--- src/design/bao_fifo.sv ---
// Small register-based FIFO used for the command queue and the result queue.
// Depends on nothing; DEPTH must be a power of two.
`timescale 1ns / 1ps
`default_nettype none

module bao_fifo #(
  parameter int WIDTH = 8,
  parameter int DEPTH = 4
) (
  input  wire logic                     clk,
  input  wire logic                     rst,
  input  wire logic                     push,
  input  wire logic [WIDTH-1:0]         wdata,
  output logic                          full,
  input  wire logic                     pop,
  output logic [WIDTH-1:0]              rdata,
  output logic                          empty,
  output logic [$clog2(DEPTH):0]        count
);

  localparam int PW = $clog2(DEPTH);

  logic [WIDTH-1:0] slots [DEPTH];
  logic [PW-1:0]    wr_ptr;
  logic [PW-1:0]    rd_ptr;
  logic             do_push;
  logic             do_pop;

  assign full    = (count == (PW+1)'(DEPTH));
  assign empty   = (count == '0);
  assign do_push = push && !full;
  assign do_pop  = pop && !empty;
  assign rdata   = slots[rd_ptr];

  always_ff @(posedge clk) begin
    if (rst) begin
      wr_ptr <= '0;
      rd_ptr <= '0;
      count  <= '0;
    end else begin
      if (do_push) wr_ptr <= wr_ptr + PW'(1);
      if (do_pop)  rd_ptr <= rd_ptr + PW'(1);
      if (do_push && !do_pop) count <= count + (PW+1)'(1);
      else if (do_pop && !do_push) count <= count - (PW+1)'(1);
    end
  end

  always_ff @(posedge clk) begin
    if (do_push) slots[wr_ptr] <= wdata;
  end

endmodule

`default_nettype wire

--- config.mk ---
export PLATFORM = sky130hd
export DESIGN_NAME = bao_fifo
export DESIGN_NICKNAME = d
export VERILOG_FILES = /design/src/design/bao_fifo.sv
export SDC_FILE = /design/constraint.sdc
export NUM_CORES = 1
export LEC_CHECK = 0
export ABC_AREA = 0
export CAP_MARGIN = 20
export CORE_AREA = 3 3 76 78
export CTS_BUF_LIST = sky130_fd_sc_hd__clkbuf_16
export CTS_CLUSTER_SIZE = 40
export DETAILED_ROUTE_END_ITERATION = 7
export DIE_AREA = 0 0 79 81
export DONT_BUFFER_PORTS = 1
export SYNTH_ARGS = -nofsm -noshare
export SYNTH_HDL_FRONTEND = slang
export SYNTH_SLANG_ARGS = --single-unit
--- constraint.sdc ---
create_clock -name clk -period 5 [get_ports clk]
set_input_delay 0.75 -clock clk [delete_from_list [all_inputs] [get_ports clk]]
set_output_delay 0.75 -clock clk [all_outputs]
set_load 0.03 [all_outputs]
==> metrics.yaml <==
r2r_start: "count[2]"
ant_nets: 0
post_drt_wl_per_cell_microns: 16.3
die_h_microns: 81
yosysSeqAreaShare_pct: 70.4
final_cell_mix: "32 x edfxtp_1, 9 x dfxtp_1, 8 x mux4_2"
fin_tns_setup_ns: 0
track_usage_pct: 9.58
finalNetCount: 112
critPathMaxFanout: 7
skew_ns: 0.00367
dr.pass1.iters: 4
grt_max_degree: 13
drtIter0Drc: 59
vias: 757
cts_buffers: 5
syn-num-nets: 108
cts.repair.resized: 0
cp.arrival_ns: 2.80
crit_start: "count[2]"
vdd_drop_max_mv: 0.229
synth_area_sq_um: 1620
relSlewSlack_pct: 40.9
grt_overflow: 0
p_sw_uw: 331
syn_to_final_growth_pct: 14.5
final_common_cell: "edfxtp_1"
numClockSinks: 41
cp_cell_sequence: "nor3b_2 > nor2_2 > ha_1 > inv_1 > fa_1 > xor2_1 > or3_1 > a21oi_1"
synth_top_area_cell: "edfxtp_1"
grt_most_used_layer: "met2"
swShare_pct: 31.0
p_int_uw: 739
p_comb_share_pct: 22.2
rows: 26
critical_path_class: "reg2reg"
critical_path.slowest_cell: "nor3b_2"
ioPinCount: 25
rsz0062_at_grt: "false"
max_freq_mhz: 386
met1_usage_pct: 10.9
power_frac_seq_pct: 45.3
crit_path_max_incr_delay_ns: 0.66
ctsLongestPathBuffers: 2
pwr-share-clk_pct: 32.5
antenna_found_initial: 0
endpoint_kind: "register"
synth_area_leaders: "edfxtp_1 59%, dfxtp_1 11%, mux4_2 11%"
met3_usage_pct: 4.10
cts-root-buf: "clkbuf_16"
gp_congestion: 0.684
yosys_warnings: 0
slew_violations: 0
clock_latency_ns: 0.28
post_cts_buffers: 0
status: "completed"
required_ns: 5.21
start_util_pct: 31.5
holdBufCountCts: 0
hpwlAfterDp_mm: 1.81
hold_class: "reg2reg"
n_fill_cell: 518
ys_types: 22
syn_inst: 90
routed_via_density: 4.62
clkTransAtPathRegs_ns: 0.05
drive_gt1_share_pct: 19.1
startpoint_type: "register"
setup_viol: 0
finalNonFillerCells: 164
gr-usage-met2_pct: 15.1
htreeDepth: 2
cap_violations: 0
tritoncts: "yes"
grt_pass1_vias: 835
die_x_microns: 79
timing_hold_violations_final: 0
ys_seq_elements: 41
p_per_area_nw_per_um2: 577
power.leakage_nw: 0.624
power.total_mw: 1.07
dieArea_sq_um: 6400
avgSynthCellArea_sq_um: 18.0
grt_pass1_wl_mm: 4.35
io_buffers: 0
fin_crit_sh_pct: 51.9
min-delay-start: "wr_ptr[1]"
synth_largest_type_area_fraction_pct: 59.3
drc: 0
n_antenna_cell: 0
min_period_ns: 2.59
worst_pin_slew_ns: 0.879
core_sq_um: 5140
wl_mm: 2.67
dp_cells: 157
-- power groups by stage --
| stage | sequential, mW | clock [mW] | combinational, mW |
|---|---|---|---|
| 3_5_place_dp | 0.495 | 0 | 0.241 |
| 4_1_cts | 0.488 | 0.353 | 0.242 |
| 5_1_grt | 0.494 | 0.374 | 0.258 |
| 2_1_floorplan | 0.462 | 0 | 0.233 |
| 3_3_place_gp | 0.491 | 0 | 0.235 |
| 6_report | 0.485 | 0.347 | 0.238 |
-- critical path: cells and delay by family (launching register included) --
kind	cells	cell delay [ns]
xor gates and xnor gates	1	0.09
DFF	1	0.61
adders and majority gates	2	0.46
AOI/OAI and AO/OA	1	0.15
buffers and inverters	1	0.08
and+or+nand+nor	3	1.13
-- through the flow --
step                util, %  instance area, sq um  hold WS (ns)  setup slack [ns]
floorplan                 -                  1620         0.482              2.67
global placement       33.0                  1700         0.499              2.55
detailed placement     33.0                  1700         0.505              2.40
CTS                    36.1                  1860         0.519              2.38
global route           36.1                  1860         0.528              2.22
finish                 36.1                  1860         0.515              2.41
-- worst paths after layout --
| kind | end | slack (ns) | depth (start not counted) |
|---|---|---|---|
| setup / recovery | count[2] | 2.41 | 8 |
| hold / removal | wr_ptr[1] | 0.51 | 2 |
| setup reg to reg | count[2] | 2.41 | 8 |
| hold reg to reg | wr_ptr[1] | 0.51 | 2 |
-- cells by family after synthesis --
kind of cell / Yosys count / synth area share, %
XOR/XNOR: 4 / 2.16
AND/OR/NAND/NOR: 16 / 5.71
multiplexers: 10 / 12.4
flip-flops: 41 / 70.4
buffers and inverters: 7 / 1.70
AO/OA/AOI/OAI: 6 / 2.55
adder cells (fa/ha/maj): 6 / 5.10
-- per-layer routing --
| metal | up-vias | share of wire, % |
|---|---|---|
| li1 | 346 | - |
| met1 | 376 | 41 |
| met2 | 27 | 49 |
| met3 | 8 | 7.3 |
| met4 | 0 | 2.7 |
| met5 | - | 0 |
-- cells in the mapped netlist, drive strengths merged --
cell,number
buf,2
clkbuf,1
edfxtp,32
and2,4
mux4,8
dfxtp,9
xor2,4
or3,2
o311ai,1
ha,5
nand2b,2
nor3,1
inv,4
a21oi,2
mux2i,2
nor2,6
nor3b,1
o21ai,2
o31ai,1
fa,1
-- cell type report --
class | instances | area [sq um] | share of cell area, %
well taps | 70 | 87.6 | 4.72
clock buffers | 5 | 125 | 6.74
multi-input cells | 42 | 452 | 24.3
inverters | 4 | 15.0 | 0.809
flip-flops and latches | 41 | 1140 | 61.5
clock inverters | 2 | 35.0 | 1.89
-- registers in the layout, summed over array words and instances (netlist names), named ones only --
name    flops
count       3
rd_ptr      2
slots      32
wr_ptr      2
Note: power is estimated with default switching activity, not from simulation.
