<file path="src/design/bao_pkg.sv">
// Shared constants and types for the block address offset mapper.
// Used by bao_front, bao_back and the top level; depends on nothing.
`timescale 1ns / 1ps
`default_nettype none

package bao_pkg;

  // action codes of an input request
  localparam logic [1:0] ACT_READ  = 2'd0;
  localparam logic [1:0] ACT_WRITE = 2'd1;
  localparam logic [1:0] ACT_MAP   = 2'd2;

  // configuration register indexes
  localparam logic REG_SIZE_BITS  = 1'b0;
  localparam logic REG_BLOCK_BITS = 1'b1;

  localparam int CFG_IDX_W  = 1;
  localparam int CFG_DATA_W = 6;
  localparam int SIZE_W     = 6;
  localparam int BLOCK_W    = 5;

  localparam logic [SIZE_W-1:0]  SIZE_BITS_RESET  = 6'd16;
  localparam logic [BLOCK_W-1:0] BLOCK_BITS_RESET = 5'd8;

  localparam int OFFSET_W = 32;
  localparam int DATA_W   = 8;

  localparam int DEF_TABLE_ENTRIES = 256;
  localparam int DEF_ADDRESS_WIDTH = 32;

  // queue depths, powers of two
  localparam int CMD_DEPTH = 4;
  localparam int RES_DEPTH = 4;

  // classification of one queued command
  typedef struct packed {
    logic is_map;
    logic is_write;
    logic hit;
  } cmd_ctl_t;

  localparam int CMD_CTL_W = $bits(cmd_ctl_t);

endpackage

`default_nettype wire

</file>
<file path="src/design/bao_front.sv">
// Front end: configuration registers, input acceptance and classification.
// Turns accesses into table indexes and maps into clamped index ranges; uses bao_pkg.
`timescale 1ns / 1ps
`default_nettype none

module bao_front
  import bao_pkg::*;
#(
  parameter int TABLE_ENTRIES = DEF_TABLE_ENTRIES,
  parameter int ADDRESS_WIDTH = DEF_ADDRESS_WIDTH
) (
  input  wire logic                       clk,
  input  wire logic                       rst,
  input  wire logic                       cfg_write,
  input  wire logic [CFG_IDX_W-1:0]       cfg_index,
  input  wire logic [CFG_DATA_W-1:0]      cfg_data,
  input  wire logic                       push,
  output logic                            full,
  input  wire logic [1:0]                 action,
  input  wire logic [ADDRESS_WIDTH-1:0]   address,
  input  wire logic [DATA_W-1:0]          write_data,
  input  wire logic [ADDRESS_WIDTH-1:0]   start_address,
  input  wire logic [ADDRESS_WIDTH-1:0]   end_address,
  input  wire logic signed [OFFSET_W-1:0] offset_value,
  input  wire logic                       clearing,
  input  wire logic                       cmd_full,
  output logic                            cmd_push,
  output cmd_ctl_t                        cmd_ctl,
  output logic [$clog2(TABLE_ENTRIES)-1:0] cmd_idx,
  output logic [$clog2(TABLE_ENTRIES)-1:0] cmd_last,
  output logic [ADDRESS_WIDTH-1:0]        cmd_address,
  output logic [DATA_W-1:0]               cmd_data,
  output logic [OFFSET_W-1:0]             cmd_offset
);

  localparam int AW        = ADDRESS_WIDTH;
  localparam int IDX_W     = $clog2(TABLE_ENTRIES);
  localparam int CMP_W     = (AW > IDX_W + 1) ? AW : IDX_W + 1;
  // smallest range exponent whose block count exceeds the table
  localparam int CAP_SHIFT = $clog2(TABLE_ENTRIES + 1);

  logic [SIZE_W-1:0]  size_bits;
  logic [BLOCK_W-1:0] block_bits;

  logic             accept;
  logic [AW-1:0]    win_mask;
  logic [CMP_W-1:0] acc_block;
  logic [CMP_W-1:0] map_first;
  logic [CMP_W-1:0] map_last;
  logic [CMP_W-1:0] limit_m1;
  logic [CMP_W-1:0] last_clamped;
  logic [SIZE_W-1:0] diff;
  logic             is_access;
  logic             map_nonempty;

  always_ff @(posedge clk) begin
    if (rst) begin
      size_bits  <= SIZE_BITS_RESET;
      block_bits <= BLOCK_BITS_RESET;
    end else if (cfg_write) begin
      case (cfg_index)
        REG_SIZE_BITS:  size_bits  <= cfg_data;
        REG_BLOCK_BITS: block_bits <= cfg_data[BLOCK_W-1:0];
        default: ;
      endcase
    end
  end

  assign full   = cmd_full || clearing;
  assign accept = push && !full;

  always_comb begin
    // window mask saturates once the window covers every address bit
    if (7'(size_bits) >= 7'(AW)) win_mask = '1;
    else win_mask = ~({AW{1'b1}} << size_bits);

    acc_block = CMP_W'((address & win_mask) >> block_bits);
    map_first = CMP_W'(start_address >> block_bits);
    map_last  = CMP_W'(end_address >> block_bits);

    diff = size_bits - SIZE_W'(block_bits);
    if (SIZE_W'(block_bits) >= size_bits) limit_m1 = '0;
    else if (diff >= SIZE_W'(CAP_SHIFT)) limit_m1 = CMP_W'(TABLE_ENTRIES - 1);
    else limit_m1 = (CMP_W'(1) << diff) - CMP_W'(1);

    last_clamped = (map_last > limit_m1) ? limit_m1 : map_last;
    map_nonempty = (map_first <= last_clamped);
  end

  assign is_access = (action == ACT_READ) || (action == ACT_WRITE);

  always_comb begin
    cmd_push    = 1'b0;
    cmd_ctl     = '0;
    cmd_idx     = '0;
    cmd_last    = '0;
    cmd_address = '0;
    cmd_data    = '0;
    cmd_offset  = '0;
    if (is_access) begin
      cmd_push         = accept;
      cmd_ctl.is_write = (action == ACT_WRITE);
      cmd_ctl.hit      = (acc_block < CMP_W'(TABLE_ENTRIES));
      cmd_idx          = acc_block[IDX_W-1:0];
      cmd_address      = address;
      cmd_data         = (action == ACT_WRITE) ? write_data : '0;
    end else if (action == ACT_MAP) begin
      // an empty range is taken and dropped here
      cmd_push       = accept && map_nonempty;
      cmd_ctl.is_map = 1'b1;
      cmd_idx        = map_first[IDX_W-1:0];
      cmd_last       = last_clamped[IDX_W-1:0];
      cmd_offset     = $unsigned(offset_value);
    end
  end

endmodule

`default_nettype wire

</file>
<file path="config.mk">
export PLATFORM = sky130hd
export DESIGN_NAME = bao_front
export DESIGN_NICKNAME = d
export VERILOG_FILES = /design/src/design/bao_pkg.sv /design/src/design/bao_front.sv
export SDC_FILE = /design/constraint.sdc
export NUM_CORES = 1
export LEC_CHECK = 0
export BUFFER_PORTS_ARGS = -buffer_cell sky130_fd_sc_hd__buf_2
export CORE_MARGIN = 3
export CORE_UTILIZATION = 55
export CTS_CLUSTER_DIAMETER = 120
export CTS_CLUSTER_SIZE = 10
export DETAILED_ROUTE_END_ITERATION = 6
export PLACE_DENSITY = 0.84
export SLEW_MARGIN = 20
export SYNTH_ARGS = -nofsm -noshare
export SYNTH_HDL_FRONTEND = slang
export SYNTH_SLANG_ARGS = --single-unit
</file>
<file path="constraint.sdc">
create_clock -name clk -period 15.8 [get_ports clk]
set_input_delay 1.58 -clock clk [delete_from_list [all_inputs] [get_ports clk]]
set_output_delay 1.58 -clock clk [all_outputs]
set_load 0.005 [all_outputs]
</file>
==> results of run 1 <==
## sequential cells by signal (all words and copies together) (netlist names)
register	flops
size_bits	6
block_bits	5
## area by class of cell
| type | instances | area (um^2) |
|---|---|---|
| repair buffers | 257 | 1320 |
| inverters | 23 | 86.3 |
| flip-flops and latches | 11 | 231 |
| fillers | 1347 | 5410 |
| clock buffers | 4 | 78.8 |
| well taps | 211 | 264 |
| multi-input cells | 1058 | 7870 |
## where the power goes
group	internal, W	switching [W]
logic	0.000177	0.000243
clock network	0.0000340	0.0000138
registers	0.0000292	0.00000795
## kinds of logic after synthesis
logic type      share of synthesized area, %
simple gates                            26.7
compound gates                          26.3
mux                                     27.0
buf+inv                                 6.68
fa+ha+maj                               10.6
flops                                   2.56
xor+xnor                               0.203
other cells                           0.0436
## path summary, 6_finish.rpt
kind	endpoint	slack (ns)	depth (start not counted)
max	cmd_push	5.79	30
max reg2reg	block_bits[1]	13.91	3
min reg2reg	block_bits[0]	0.71	2
min	block_bits[0]	0.71	2
## per-stage QoR
step | setup WS, ns | cells | cell area [um^2] | hold WS (ns)
floorplan | 6.91 | 1198 | 8650 | 0.832
global placement | 6.27 | 1560 | 9760 | 0.687
detailed placement | 6.03 | 1560 | 9760 | 0.699
CTS | 5.73 | 1564 | 9840 | 0.705
global route | 5.01 | 1564 | 9850 | 0.738
finish | 5.79 | 1564 | 9850 | 0.708
## per-layer routing
metal / track usage, % / wire length (um) / vias up
met5: 0 / 0 / -
met4: 14.4 / 1560 / 0
met3: 2.87 / 2520 / 108
met2: 54.6 / 13900 / 621
met1: 42.6 / 11600 / 4688
li1: - / - / 4787
## cells in the final DEF, fill, tap and decap left out, types with 4 or more instances in the layout
cell type	instances
dfxtp_1	6
nor2b_1	40
inv_1	22
buf_2	243
and3_1	10
a21o_1	36
or3_1	12
o211ai_1	11
nor4_1	4
conb_1	12
nand3b_1	4
mux4_2	55
o31a_1	5
nand2_1	157
o22ai_1	18
o21a_1	8
nor3_1	17
mux2i_1	83
nand3_1	24
a21oi_1	92
ha_1	71
o21ai_0	67
a211oi_1	26
and2_1	50
a211o_1	7
nand2b_1	9
nand4_1	24
a31o_2	7
mux2_2	20
buf_4	14
o21ai_1	7
o31ai_1	6
or2_2	7
nor2_1	95
a31oi_1	12
## worst max-delay path: cells and delay by family, from the launching register on
kind / cells / cell delay (ns)
AOI/OAI and AO/OA: 11 / 2.79
buffers and inverters: 3 / 0.50
DFF: 1 / 0.65
and+or+nand+nor: 12 / 2.85
adders and majority gates: 4 / 1.37
==> flow_metrics.tcl, run 1 <==
set metrics [dict create \
    post_cts_buffers 0 \
    powerDensity_nw_per_um2 51.3 \
    yosys.area.top_type "mux4_2" \
    relSlewSlack_pct 32.0 \
    timing.rr.start "block_bits[1]" \
    crit_arrival_ns 8.43 \
    cp-start-kind "flop" \
    synth_edf_count 0 \
    fin_skew_ns 0 \
    hold_class "flop to flop" \
    utilization_pct 64.5 \
    first_iter_violations 1310 \
    via_count 10204 \
    post-dp-hpwl_mm 23.3 \
    power_w 0.000505 \
    cts-root-buf "clkbuf_16" \
    syn_avg_cell_area_um2 7.25 \
    grt_max_degree 87 \
    status "completed" \
    ant_nets 0 \
    cts-buffers-inserted 3 \
    synth_ff_type "dfxtp_1" \
    cp-startpoint "block_bits[1]" \
    initial_core_util_pct 56.4 \
    clk_path_buf_depth 2 \
    slew_viol_final 0 \
    die_w_um 131 \
    ir_worst_vdd_v 0.0000433 \
    track_usage_pct 32.4 \
    num_rows 45 \
    gp_congestion 1.02 \
    first_global_vias 9338 \
    htreeDepth 1 \
    grt_first_pass_wirelength_mm 47.4 \
    tightest_slew_ns 1.02 \
    clock.fmax_ghz 0.0999 \
    clkTransAtPathRegs_ns 0.05 \
    ys_types 79 \
    via_per_inst 6.52 \
    antenna_found_initial 0 \
    port_buffers 243 \
    fin_setup_tns_ns 0 \
    yosys.area.top_type_share_pct 14.4 \
    cp_slowest_cell "a21oi_1" \
    syn-cell-area_um2 8610 \
    cp-end-kind "primary output" \
    antenna_cells 0 \
    layout.nets 1577 \
    ys_top_cells_by_count "nand2_1, nor2_1, a21oi_1" \
    cts_tree "done" \
    die_height_um 131 \
    p_leak_nw 4.72 \
    rsz0062_at_grt "false" \
    synth.most_common_cell "nand2_1" \
    io_pins 244 \
    grt_overflow 0 \
    post-route-drc-count 0 \
    yosysWarningCount 0 \
    core_region_area_um2 15300 \
    wl_mm 29.6 \
    die_area_um2 17200 \
    syn_to_final_growth_pct 14.4 \
    required_ns 14.22 \
    cts_resized 0 \
    first_pass_iters 6 \
    maxCapViolations 0 \
    synth-async-reset-ratio_pct 0 \
    slowest_delay_ns 0.68 \
    cts_sinks 11 \
    synthCells 1187 \
    worstSkewPairLatency_ns 0.23 \
    crit_fanout 32 \
    fin_crit_sh_pct 63.3 \
    synth-seq-cells 11 \
    final_hold_viol_count 0 \
    drive_gt1_share_pct 26.9 \
    holdBufCountCts 0 \
    setup_viol 0 \
    wire_per_inst_um 18.9 \
    period_minus_slack_ns 10.01 \
    synth_area_leaders "mux4_2, ha_1, mux2i_1" \
    ys_seq_area_share_pct 2.56 \
    worstHoldStart "block_bits[0]" \
    path_class "flop to primary output" \
]
No activity file was read; power rests on OpenSTA's default activity.
==> run 2, diff against run 1 <==
CORE_UTILIZATION = 50   (was 55)
PLACE_DENSITY = 0.8   (was 0.84)
clock period = 8.8 ns   (was 15.8 ns; I/O delays follow)
==> run 2 against run 1 <==
  * Clock power up 71%
  * Global-route usage down 1.7 points
  * The run now ends with DRC left
  * Largest cell class unchanged
  * Critical endpoint unchanged
  * Hold slack better by 0.027 ns
==> flow_metrics.tcl, run 2 (synthesis results as in run 1) <==
set metrics [dict create \
    status "complete, but fails checks" \
    failed_checks "DRC" \
    wire_per_inst_um 19.4 \
    fin_setup_tns_ns 0 \
    port_buffers 243 \
    path_class "flop to primary output" \
    syn_to_final_growth_pct 15.3 \
    largest_reg_flops 6 \
    crit_arrival_ns 7.32 \
    post-dp-hpwl_mm 24.0 \
    switching_share_pct 52.7 \
    via_per_inst 6.52 \
    first_pass_iters 7 \
    antenna_cells 0 \
    via_count 10300 \
    reg_top3 "size_bits (6), block_bits (5)" \
    multi_input_area_um2 7880 \
    grt_first_pass_wirelength_mm 47.2 \
    htreeDepth 1 \
    antenna_found_initial 0 \
    final_hold_viol_count 0 \
    rsz0062_at_grt "false" \
    max_flop_register "size_bits" \
    seqCellArea_um2 233 \
    num_rows 47 \
    fin_area_um2 9930 \
    clock.fmax_ghz 0.122 \
    grt_max_degree 75 \
    cts-buffers-inserted 3 \
    relSlewSlack_pct 38.2 \
    layout.nets 1584 \
    first_iter_violations 1405 \
    slew_viol_final 0 \
    worst-path-stages 34 \
    slowest_delay_ns 0.53 \
    p_comb_share_pct 84.9 \
    p_int_w 0.000440 \
    grt_overflow 0 \
    clk_path_buf_depth 2 \
    ir_worst_vdd_v 0.0000502 \
    cp-start-kind "flop" \
    worstSkewPairLatency_ns 0.23 \
    wl_mm 30.7 \
    p_leak_nw 4.76 \
    powerDensity_nw_per_um2 93.6 \
    required_ns 7.92 \
    cp-end-kind "primary output" \
    path_buf_inv 6 \
    fin_crit_sh_pct 93.2 \
    track_usage_pct 30.7 \
    setup_viol 0 \
    initial_core_util_pct 51.6 \
    core_region_area_um2 16700 \
    cts_tree "done" \
    grt_use_met3_pct 5.33 \
    holdBufCountCts 0 \
    pwr-share-seq_pct 6.3 \
    fin_skew_ns 0 \
    ant_nets 0 \
    tightest_slew_ns 0.927 \
    clkTransAtPathRegs_ns 0.04 \
    die_height_um 137 \
    drive_gt1_share_pct 27.6 \
    cts_sinks 11 \
    post-route-drc-count 1 \
    whs_path_depth 2 \
    crit_family "compound AO/OA/AOI/OAI gates" \
    nFillCells 1580 \
    crit_top_cell "a21o_1" \
    p_sw_w 0.000490 \
    grt.met1_usage_pct 44.4 \
    use_met2_pct 48.1 \
    die_area_um2 18800 \
    final_cell_mix "buf_2, nand2_1, nor2_1" \
    ff2ff_path_depth 4 \
    busiest_layer "met2" \
    gp_congestion 1.06 \
    final_common_cell "buf_2" \
    cp_slowest_cell "or4_1" \
    period_minus_slack_ns 8.20 \
    io_pins 244 \
    hold_class "flop to flop" \
    place_area_um2 9820 \
    maxCapViolations 0 \
    first_global_vias 8980 \
    cts-root-buf "clkbuf_16" \
    p_clk_share_pct 8.8 \
    die_w_um 137 \
    utilization_pct 59.5 \
    crit_fanout 22 \
]
run 2: changes by cell type in the layout (fill, tap and decap cells not counted), sizes merged:
cell  delta
buf      +7
run 2: tightest hold or removal path, stage by stage (launching register included):
cell and delay (ns):
dfxtp_2 0.43, mux2i_1 0.21, nor2_1 0.05
run 2: power groups by stage:
stage | logic (W) | clock network (W) | registers, W
after floorplan | 0.000534 | 0 | 0.0000553
after global placement | 0.000739 | 0 | 0.0000589
after detailed placement | 0.000753 | 0 | 0.0000589
after CTS | 0.000757 | 0.0000827 | 0.0000582
after global routing | 0.000859 | 0.0000855 | 0.0000591
final | 0.000789 | 0.0000816 | 0.0000586
run 2: worst paths after layout:
| path | from | end | slack, ns |
|---|---|---|---|
| worst max-delay path | size_bits[0] | cmd_push | 0.60 |
| worst min-delay path | size_bits[0] | size_bits[0] | 0.74 |
| worst min register to register | size_bits[0] | size_bits[0] | 0.74 |
| worst max register to register | block_bits[0] | block_bits[0] | 6.92 |
run 2: cell type report:
type | instances | area share (%)
tap | 220 | 2.77
multi-input combinational | 1058 | 79.4
inverter | 23 | 0.869
timing repair buffer | 264 | 13.8
sequential | 11 | 2.34
clock buffer | 4 | 0.794
run 2: repair_timing:
item                                    CTS  global route
resized for setup                         0             6
endpoints found under the setup margin    0             1
setup buffers                             0             0
run 2: routing by layer:
layer | share of wire [%] | wire length [um]
met5 | 0 | 0
met4 | 2.2 | 668
met3 | 12 | 3810
met2 | 44 | 13600
met1 | 41 | 12600
run 2: stage by stage:
| stage | hold WS (ns) | std cells | setup slack [ns] | power, W |
|---|---|---|---|---|
| 2_1_floorplan | 0.832 | 1198 | 0.611 | 0.000590 |
| 3_3_place_gp | 0.754 | 1576 | 0.881 | 0.000798 |
| 3_5_place_dp | 0.765 | 1576 | 0.645 | 0.000812 |
| 4_1_cts | 0.777 | 1580 | 0.387 | 0.000898 |
| 5_1_grt | 0.737 | 1580 | 0.106 | 0.00100 |
| 6_report | 0.736 | 1580 | 0.600 | 0.000930 |
